===== config.mk =====
export PLATFORM = sky130hd
export DESIGN_NAME = otf_mul
export DESIGN_NICKNAME = d
export VERILOG_FILES = /design/src/sv/otf_pkg.sv /design/src/sv/otf_mul.sv
export SDC_FILE = /design/constraint.sdc
export NUM_CORES = 1
export LEC_CHECK = 0
export BUFFER_PORTS_ARGS = -buffer_cell sky130_fd_sc_hd__buf_2
export CORE_MARGIN = 4
export CORE_UTILIZATION = 40
export DETAILED_ROUTE_END_ITERATION = 16
export PLACE_DENSITY = 0.71
export SETUP_SLACK_MARGIN = 0.05
export SYNTH_ARGS = -nofsm -noshare
export SYNTH_HDL_FRONTEND = slang
export SYNTH_SLANG_ARGS = --single-unit

===== constraint.sdc =====
create_clock -name clk -period 5.1 [get_ports clk]
set_input_delay 0.255 -clock clk [delete_from_list [all_inputs] [get_ports clk]]
set_output_delay 0.255 -clock clk [all_outputs]
set_load 0.02 [all_outputs]

===== src/sv/otf_pkg.sv =====
// Shared types, widths and codes of the Otsu threshold finder.
`default_nettype none
package otf_pkg;
    localparam int MAX_PIXELS = 4194304;
    localparam int LEVELS     = 256;
    localparam int LVL_W      = 8;
    localparam int CNT_W      = $clog2(MAX_PIXELS + 1);
    localparam int SUM_W      = CNT_W + LVL_W;
    localparam int AB_W       = CNT_W + SUM_W;
    localparam int PR_W       = 2 * CNT_W;
    localparam int D2_W       = 2 * AB_W;
    localparam int MUL_AW     = D2_W;
    localparam int MUL_BW     = AB_W;
    localparam int MUL_PW     = MUL_AW + MUL_BW;
    localparam int STEP_W     = $clog2(MUL_BW + 1);

    typedef logic [LVL_W-1:0]  level_t;
    typedef logic [CNT_W-1:0]  cnt_t;
    typedef logic [SUM_W-1:0]  sum_t;
    typedef logic [AB_W-1:0]   ab_t;
    typedef logic [PR_W-1:0]   pr_t;
    typedef logic [D2_W-1:0]   d2_t;
    typedef logic [MUL_AW-1:0] mul_a_t;
    typedef logic [MUL_BW-1:0] mul_b_t;
    typedef logic [MUL_PW-1:0] mul_p_t;
    typedef logic [STEP_W-1:0] step_t;

    localparam level_t LAST_LEVEL = level_t'(LEVELS - 1);

    typedef enum logic [2:0] {
        S_CLEAR, S_IDLE, S_PIX_WR, S_SW_RD, S_SW_H, S_MUL, S_OUT
    } state_t;

    typedef enum logic [2:0] {
        OP_HT, OP_A, OP_B, OP_P, OP_D2, OP_LHS, OP_RHS
    } op_t;

    // Request to the shared multiplier.
    typedef struct packed {
        logic   start;
        mul_a_t a;
        mul_b_t b;
    } mul_req_t;
endpackage
`default_nettype wire


===== src/sv/otf_mul.sv =====
// Shared shift-add multiplier, one bit of the second operand per cycle.
`default_nettype none
module otf_mul
(
    input  wire                   clk,
    input  wire                   rst_n,
    input  wire otf_pkg::mul_req_t req,
    output logic                  done,
    output otf_pkg::mul_p_t       product
);
    otf_pkg::mul_p_t acc_reg, acc_next;
    otf_pkg::mul_a_t a_reg;
    otf_pkg::step_t  cnt_reg, cnt_next;
    logic            run_reg, run_next;
    logic            done_reg, done_next;
    logic [otf_pkg::MUL_AW:0] sum;

    // Add the multiplicand into the upper half when the current bit is set.
    assign sum = {1'b0, acc_reg[otf_pkg::MUL_PW-1:otf_pkg::MUL_BW]}
               + (acc_reg[0] ? {1'b0, a_reg} : '0);

    always_comb
    begin
        acc_next  = acc_reg;
        cnt_next  = cnt_reg;
        run_next  = run_reg;
        done_next = 1'b0;
        if (req.start)
        begin
            acc_next = {{otf_pkg::MUL_AW{1'b0}}, req.b};
            cnt_next = otf_pkg::step_t'(otf_pkg::MUL_BW);
            run_next = 1'b1;
        end
        else if (run_reg)
        begin
            acc_next = {sum, acc_reg[otf_pkg::MUL_BW-1:1]};
            cnt_next = cnt_reg - 1'b1;
            if (cnt_reg == otf_pkg::step_t'(1))
            begin
                run_next  = 1'b0;
                done_next = 1'b1;
            end
        end
    end

    always_ff @(posedge clk or negedge rst_n)
    begin
        if (!rst_n)
        begin
            cnt_reg  <= '0;
            run_reg  <= 1'b0;
            done_reg <= 1'b0;
        end
        else
        begin
            cnt_reg  <= cnt_next;
            run_reg  <= run_next;
            done_reg <= done_next;
        end
    end

    // Operand and product registers.
    always_ff @(posedge clk)
    begin
        acc_reg <= acc_next;
        if (req.start)
        begin
            a_reg <= req.a;
        end
    end

    assign done    = done_reg;
    assign product = acc_reg;
endmodule
`default_nettype wire


==> impl_metrics.py, run 1 <==
metrics = {
    "run_status": {
        "status": "finished clean",
    },
    "floorplanning": {
        "coreArea_um2": 42000,
        "io_pins": 328,
        "rows": 75,
        "die_width_um": 214,
        "die_area_um2": 46000,
        "start_util": 0.406,
        "die_h_um": 214,
    },
    "route": {
        "drt_iter0_markers": 1015,
        "vias": 15400,
        "wl_um": 54700,
        "firstDrtPassIters": 7,
        "vias_per_cell": 5.44,
        "drc_errors": 0,
        "routedWlPerCell_um": 19.4,
        "detail-route-antenna-nets": 0,
    },
    "setup_path": {
        "startpoint": "product[0]$_DFFE_PP_",
        "max_stage_delay_ns": 0.51,
        "endpoint_kind": "register",
        "cp.arrival_ns": 4.88,
        "worstPathRequired_ns": 5.50,
        "crit_fanout": 32,
        "cp-start-kind": "register",
        "slowest_stage": "or3_1",
        "rr_startpoint": "product[0]$_DFFE_PP_",
        "worstSetupPathType": "register to register",
        "path_cells": "buf_4 > buf_4 > and2_1 > ha_1 > nand4_1 > nor3_1 > nand3b_1 > a21oi_1 > o21ai_0 > or3_1 > a21oi_1 > nor2b_1 > o221ai_1 > xnor2_1 > o21ai_0",
    },
    "grt": {
        "grt_overflow": 0,
        "grt_max_degree": 62,
        "groute.usage.overall": 0.230,
        "grt_pass1_wl_um": 86000,
        "antenna_found_initial": 3,
        "first_global_vias": 15700,
    },
    "synth": {
        "ys.flop_type": "edfxtp_1",
        "yosys.area.top_type": "edfxtp_1",
        "syn_area_um2": 17000,
        "synth_top_area_share": 0.285,
        "async_flop_share": 0.0288,
        "netlist_instances": 1824,
        "synth_area_leaders": "edfxtp_1 (29%), dfxtp_1 (13%), ha_1 (8.1%)",
        "yosysWarnings": 0,
        "syn-mean-instance-area_um2": 9.35,
        "synth_cell_type_count": 71,
        "synth_edf_count": 162,
        "ys_seq_area_frac": 0.424,
        "ys_ff_latch": 278,
        "synth_nets": 2100,
    },
    "clocking": {
        "clk_latency_ns": 0.55,
        "clockRootBuffer": "clkbuf_16",
        "path_clk_slew_ns": 0.06,
        "htree_levels": 2,
        "cts_tree": "done",
        "numCtsBuffers": 34,
        "cts.repair.resized": 0,
        "cts_buffer_depth": 3,
        "cts.sinks": 278,
    },
    "timing": {
        "setup_viol": 0,
        "fin_setup_tns_ns": 0,
        "max_freq_ghz": 0.223,
        "period_share": 0.879,
        "drv_slew": 0,
        "hold_viol": 0,
        "slew_headroom": 0.235,
        "worstMarginPinSlew_ns": 1.15,
        "rsz0062_at_grt": "false",
        "finClkSkew_ns": 0.0282,
        "min_period_ns": 4.49,
    },
    "final_layout": {
        "multi_input_area_um2": 9370,
        "areaGrowthSynthToFinish_pct": 27.5,
        "fill_cells": 3859,
        "regArea_um2": 7230,
        "largest_reg_flops": 162,
        "layout-drive-gt1-share": 0.203,
        "final_cells": 2827,
        "nNetsFinal": 2538,
    },
    "min_path": {
        "min_from": "req[40]",
        "hold_path_class": "input pin to register",
    },
    "pwr": {
        "power_switching_uw": 3400,
        "sw_frac_of_total": 0.383,
        "seqPwrFrac": 0.343,
        "power_density_nw_per_um2": 408,
        "irDropWorstVdd_uv": 324,
        "power.internal_uw": 5470,
        "p_clk_frac": 0.272,
        "power_frac_comb": 0.384,
        "p_leak_uw": 0.00946,
    },
    "place": {
        "port-buffer-count": 327,
        "place_inst": 2615,
        "gp_congestion": 0.960,
        "post-dp-hpwl_um": 40700,
    },
    "job": {
        "max-cap-violations": 0,
    },
}
power groups by stage:
stage	registers, µW	clock network, µW	logic (µW)
finish	3040	2420	3410
global route	3090	2560	3730
CTS	3040	2490	3390
detailed placement	3080	0	3270
global placement	3070	0	3260
floorplan	3370	0	1940
per-stage QoR:
| step | hold WS [ns] | total power [µW] | utilization | worst slack (ns) | area [µm²] |
|---|---|---|---|---|---|
| after floorplan | -0.0406 | 5310 | - | 1.01 | 17000 |
| after global placement | 0.108 | 6330 | 0.455 | 0.624 | 19100 |
| after detailed placement | 0.115 | 6360 | 0.455 | 0.638 | 19100 |
| after CTS | 0.00160 | 8910 | 0.517 | 0.606 | 21700 |
| after global routing | 0.00907 | 9380 | 0.517 | 0.200 | 21700 |
| final | 0.0292 | 8870 | 0.517 | 0.615 | 21700 |
cell families after synthesis:
kind of cell,after synthesis,share of synthesized area
simple gates,606,0.174
compound gates,502,0.174
flops,278,0.424
buf+inv,118,0.0269
fa+ha+maj,111,0.0819
mux,105,0.0656
xor+xnor,104,0.0534
synth_stat cells (9+ instances only):
cell	number
inv_1	30
o21bai_1	23
dfxtp_1	108
nand2_1	176
a21oi_1	192
nand2b_1	11
and4_1	10
or3_1	9
nand4_1	47
xor2_1	41
edfxtp_1	162
ha_1	110
clkbuf_1	73
nand3_1	23
mux2i_1	51
nor3_1	22
o21a_1	17
mux2_2	54
xnor2_1	63
o21ai_0	147
buf_2	11
a21o_1	38
nor2_1	154
a31oi_1	10
and2_1	112
routing by layer:
metal / global-route usage / wire, µm / vias to the layer above
met2: 0.382 / 25400 / 505
met3: 0.0424 / 3150 / 142
met1: 0.290 / 23500 / 7207
li1: - / - / 7518
met5: 0 / 0 / -
met4: 0.109 / 2640 / 0
path summary, 6_finish.rpt:
| path | cells past startpoint | slack (ns) | to |
|---|---|---|---|
| max | 15 | 0.61 | product[158]$_SDFFE_PP0P_ |
| min | 2 | 0.03 | product[40]$_DFFE_PP_ |
| max reg2reg | 15 | 0.61 | product[158]$_SDFFE_PP0P_ |
| min reg2reg | 2 | 0.48 | product[142]$_SDFFE_PP0P_ |
| max in group asynchronous | 2 | 4.77 | run_reg$_DFF_PN0_ |
| min in group asynchronous | 2 | 0.13 | done$_DFF_PN0_ |
final cells by class:
| type | instances | area share |
|---|---|---|
| diodes | 3 | 0.000345 |
| clock buffers | 40 | 0.0416 |
| clock inverters | 19 | 0.00881 |
| inverters | 30 | 0.00518 |
| multi-input cells | 1428 | 0.431 |
| flip-flops and latches | 278 | 0.333 |
| well taps | 539 | 0.0310 |
| repair buffers | 490 | 0.149 |
cell usage in the layout (no fill, tap or decap), types with 7 or more instances in the layout:
cell and instances:
mux2_2 54, nand2b_1 11, nand3_1 23, a211oi_1 7, dlygate4sd3_1 150, o21ai_0 147, a21oi_1 192, o21bai_1 23
buf_2 326, ha_1 110, edfxtp_1 162, dfrtp_1 7, a21o_1 38, nor2b_1 7, dfxtp_1 108, clkbuf_16 35
o21a_1 17, mux2i_1 51, nor3_1 22, nor4_1 7, and3_1 8, a21boi_0 8, nand4_1 47, a31oi_1 10
xnor2_1 63, nand2_1 176, and4_1 10, buf_4 13, or2_2 7, nor2_1 153, o31ai_1 8, or3_1 9
xor2_1 41, inv_1 29, and2_1 112
critical path: cells and delay by family (launching register included):
kind / cells / cell delay [ns]
flip-flops: 1 / 0.44
buffers and inverters: 2 / 0.46
XOR/XNOR: 1 / 0.15
AO/OA/AOI/OAI: 5 / 1.29
adder cells (fa/ha/maj): 1 / 0.47
AND/OR/NAND/NOR: 6 / 1.51
repair_timing:
item                       CTS  global route
setup endpoints to repair    0             0
buffers inserted             0             0
hold endpoints to repair   157             0
hold buffers               150             0
No activity file was read; power rests on OpenSTA's default activity.
==> inputs of run 2 (changes only) <==
--- a/config.mk
+++ b/config.mk
@@ -5,11 +5,12 @@
 export SDC_FILE = /design/constraint.sdc
 export NUM_CORES = 1
 export LEC_CHECK = 0
-export BUFFER_PORTS_ARGS = -buffer_cell sky130_fd_sc_hd__buf_2
+export CORE_ASPECT_RATIO = 1.4
 export CORE_MARGIN = 4
 export CORE_UTILIZATION = 40
 export DETAILED_ROUTE_END_ITERATION = 16
-export PLACE_DENSITY = 0.71
+export DONT_BUFFER_PORTS = 1
+export PLACE_DENSITY = 0.64
 export SETUP_SLACK_MARGIN = 0.05
 export SYNTH_ARGS = -nofsm -noshare
 export SYNTH_HDL_FRONTEND = slang
==> impl_metrics.py, run 2 (synthesis gave the netlist of run 1 again) <==
metrics = {
    "run_status": {
        "status": "finished clean",
    },
    "timing": {
        "finClkSkew_ns": 0.0196,
        "min_period_ns": 4.73,
        "max_freq_ghz": 0.212,
        "setup_slack_ns": 0.373,
        "period_share": 0.927,
        "hold_viol": 0,
        "fin_setup_tns_ns": 0,
        "setup_viol": 0,
        "slew_headroom": 0.244,
        "worstMarginPinSlew_ns": 1.13,
        "rsz0062_at_grt": "false",
        "drv_slew": 0,
    },
    "floorplanning": {
        "die_area_um2": 46000,
        "rows": 89,
        "io_pins": 328,
        "die_width_um": 182,
        "coreArea_um2": 42200,
        "start_util": 0.404,
        "die_h_um": 252,
    },
    "clocking": {
        "clockRootBuffer": "clkbuf_16",
        "htree_levels": 1,
        "numCtsBuffers": 31,
        "cts.repair.resized": 0,
        "cts.sinks": 278,
        "cts_tree": "done",
        "clk_latency_ns": 0.60,
        "path_clk_slew_ns": 0.06,
        "cts_buffer_depth": 3,
    },
    "setup_path": {
        "endpoint_kind": "register",
        "slowest_stage": "edfxtp_1",
        "worstPathRequired_ns": 5.56,
        "path_cells": "buf_4 > and2_1 > ha_1 > nand4_1 > nor3_1 > nand3b_1 > a21oi_1 > o21ai_0 > buf_4 > or3_1 > a21oi_1 > nor2b_1 > buf_4 > o21ai_1 > xnor2_1 > o21ai_0",
        "crit_fanout": 29,
        "worstSetupPathType": "register to register",
        "max_stage_delay_ns": 0.62,
        "cpMostUsedCell": "buf_4",
        "cp-start-kind": "register",
        "cp.arrival_ns": 5.19,
    },
    "route": {
        "vias_per_cell": 5.68,
        "drt_iter0_markers": 985,
        "firstDrtPassIters": 5,
        "wl_um": 55600,
        "vias": 14400,
        "routedWlPerCell_um": 22.0,
        "drc_errors": 0,
        "detail-route-antenna-nets": 0,
    },
    "place": {
        "gp_congestion": 0.964,
        "place_area_um2": 17500,
        "post-dp-hpwl_um": 41500,
        "preCtsSetupSlack_ns": 0.304,
        "place_inst": 2302,
        "port-buffer-count": 0,
    },
    "final_layout": {
        "layout_commonest_cell": "a21oi_1",
        "final_area_um2": 20400,
        "final_util": 0.482,
        "layout-drive-gt1-share": 0.0727,
        "final_cells": 2531,
        "largest_reg_flops": 162,
        "nNetsFinal": 2231,
        "fill_cells": 3860,
        "layout_common_cells": "a21oi_1 (192), nand2_1 (176), dlygate4sd3_1 (164), edfxtp_1 (162), nor2_1 (153)",
        "areaGrowthSynthToFinish_pct": 19.4,
    },
    "min_path": {
        "hold_path_class": "input pin to async pin",
    },
    "grt": {
        "grt_overflow": 0,
        "grt_max_degree": 171,
        "groute.usage.overall": 0.232,
        "grt_pass1_wl_um": 85100,
        "antenna_found_initial": 4,
        "first_global_vias": 14600,
    },
    "job": {
        "max-cap-violations": 0,
    },
    "pwr": {
        "seqPwrFrac": 0.410,
        "power_frac_comb": 0.309,
        "power_density_nw_per_um2": 422,
        "sw_frac_of_total": 0.385,
        "power.internal_uw": 5280,
        "power_switching_uw": 3310,
        "p_clk_frac": 0.281,
        "p_leak_uw": 0.00818,
        "irDropWorstVdd_uv": 323,
    },
}
run 2: changes by cell type in the layout (fill, tap and decap cells not counted), sizes merged:
| cell | delta |
|---|---|
| buf | -317 |
| clkinv | -3 |
| diode | +2 |
| dlygate4sd3 | +14 |
| bufinv | +2 |
| clkbuf | +2 |
| clkinvlp | -3 |
run 2: area by class of cell:
type	count	area [µm²]	share of cell area
tap	546	683	0.0336
timing repair buffer	186	1850	0.0907
clock inverter	15	241	0.0119
clock buffer	43	861	0.0423
antenna	5	12.5	0.000615
inverter	30	113	0.00553
sequential	278	7230	0.355
multi-input combinational	1428	9370	0.460
run 2: worst paths after layout:
check / depth (start not counted) / slack [ns] / end / from
max: 16 / 0.37 / product[134]$_SDFFE_PP0P_ / product[0]$_DFFE_PP_
min: 1 / 0.04 / cnt_reg[1]$_DFFE_PN0P_ / rst_n
max reg2reg: 16 / 0.37 / product[134]$_SDFFE_PP0P_ / product[0]$_DFFE_PP_
min reg2reg: 2 / 0.54 / cnt_reg[4]$_DFFE_PN0P_ / cnt_reg[4]$_DFFE_PN0P_
max in group asynchronous: 1 / 4.72 / run_reg$_DFF_PN0_ / rst_n
min in group clk: 3 / 0.07 / product[160]$_SDFFE_PP0P_ / req[162]
run 2: layer usage:
metal	track usage	routed length, µm	up-vias
li1	-	-	6927
met1	0.269	21200	6843
met2	0.425	28600	471
met3	0.0426	3490	127
met4	0.0862	2300	0
met5	0	0	-
run 2: what timing repair did:
| action | 4_1_cts | 5_1_grt |
|---|---|---|
| hold buffers | 166 | 0 |
| setup buffers | 0 | 0 |
| endpoints found under the hold margin | 340 | 0 |
run 2: worst max-delay path, delay by kind of cell (launching register included):
kind	cells	cell delay, ns
adders and majority gates	1	0.47
and+or+nand+nor	6	1.48
buffers and inverters	3	0.69
DFF	1	0.62
AOI/OAI and AO/OA	5	1.19
xor gates and xnor gates	1	0.13
run 2: power by group through the flow:
stage                     clock network, µW  registers (µW)  logic [µW]
after global placement                    0            3570        2470
after detailed placement                  0            3580        2480
final                                  2410            3520        2660
after floorplan                           0            3370        1940
after CTS                              2470            3530        2640
after global routing                   2570            3570        2960
run 2: stage by stage:
stage	power (µW)	hold WS, ns
6_report	8590	0.0414
4_1_cts	8650	0.0322
5_1_grt	9090	0.0563
3_5_place_dp	6060	-0.0400
3_3_place_gp	6040	-0.0400
2_1_floorplan	5310	-0.0406
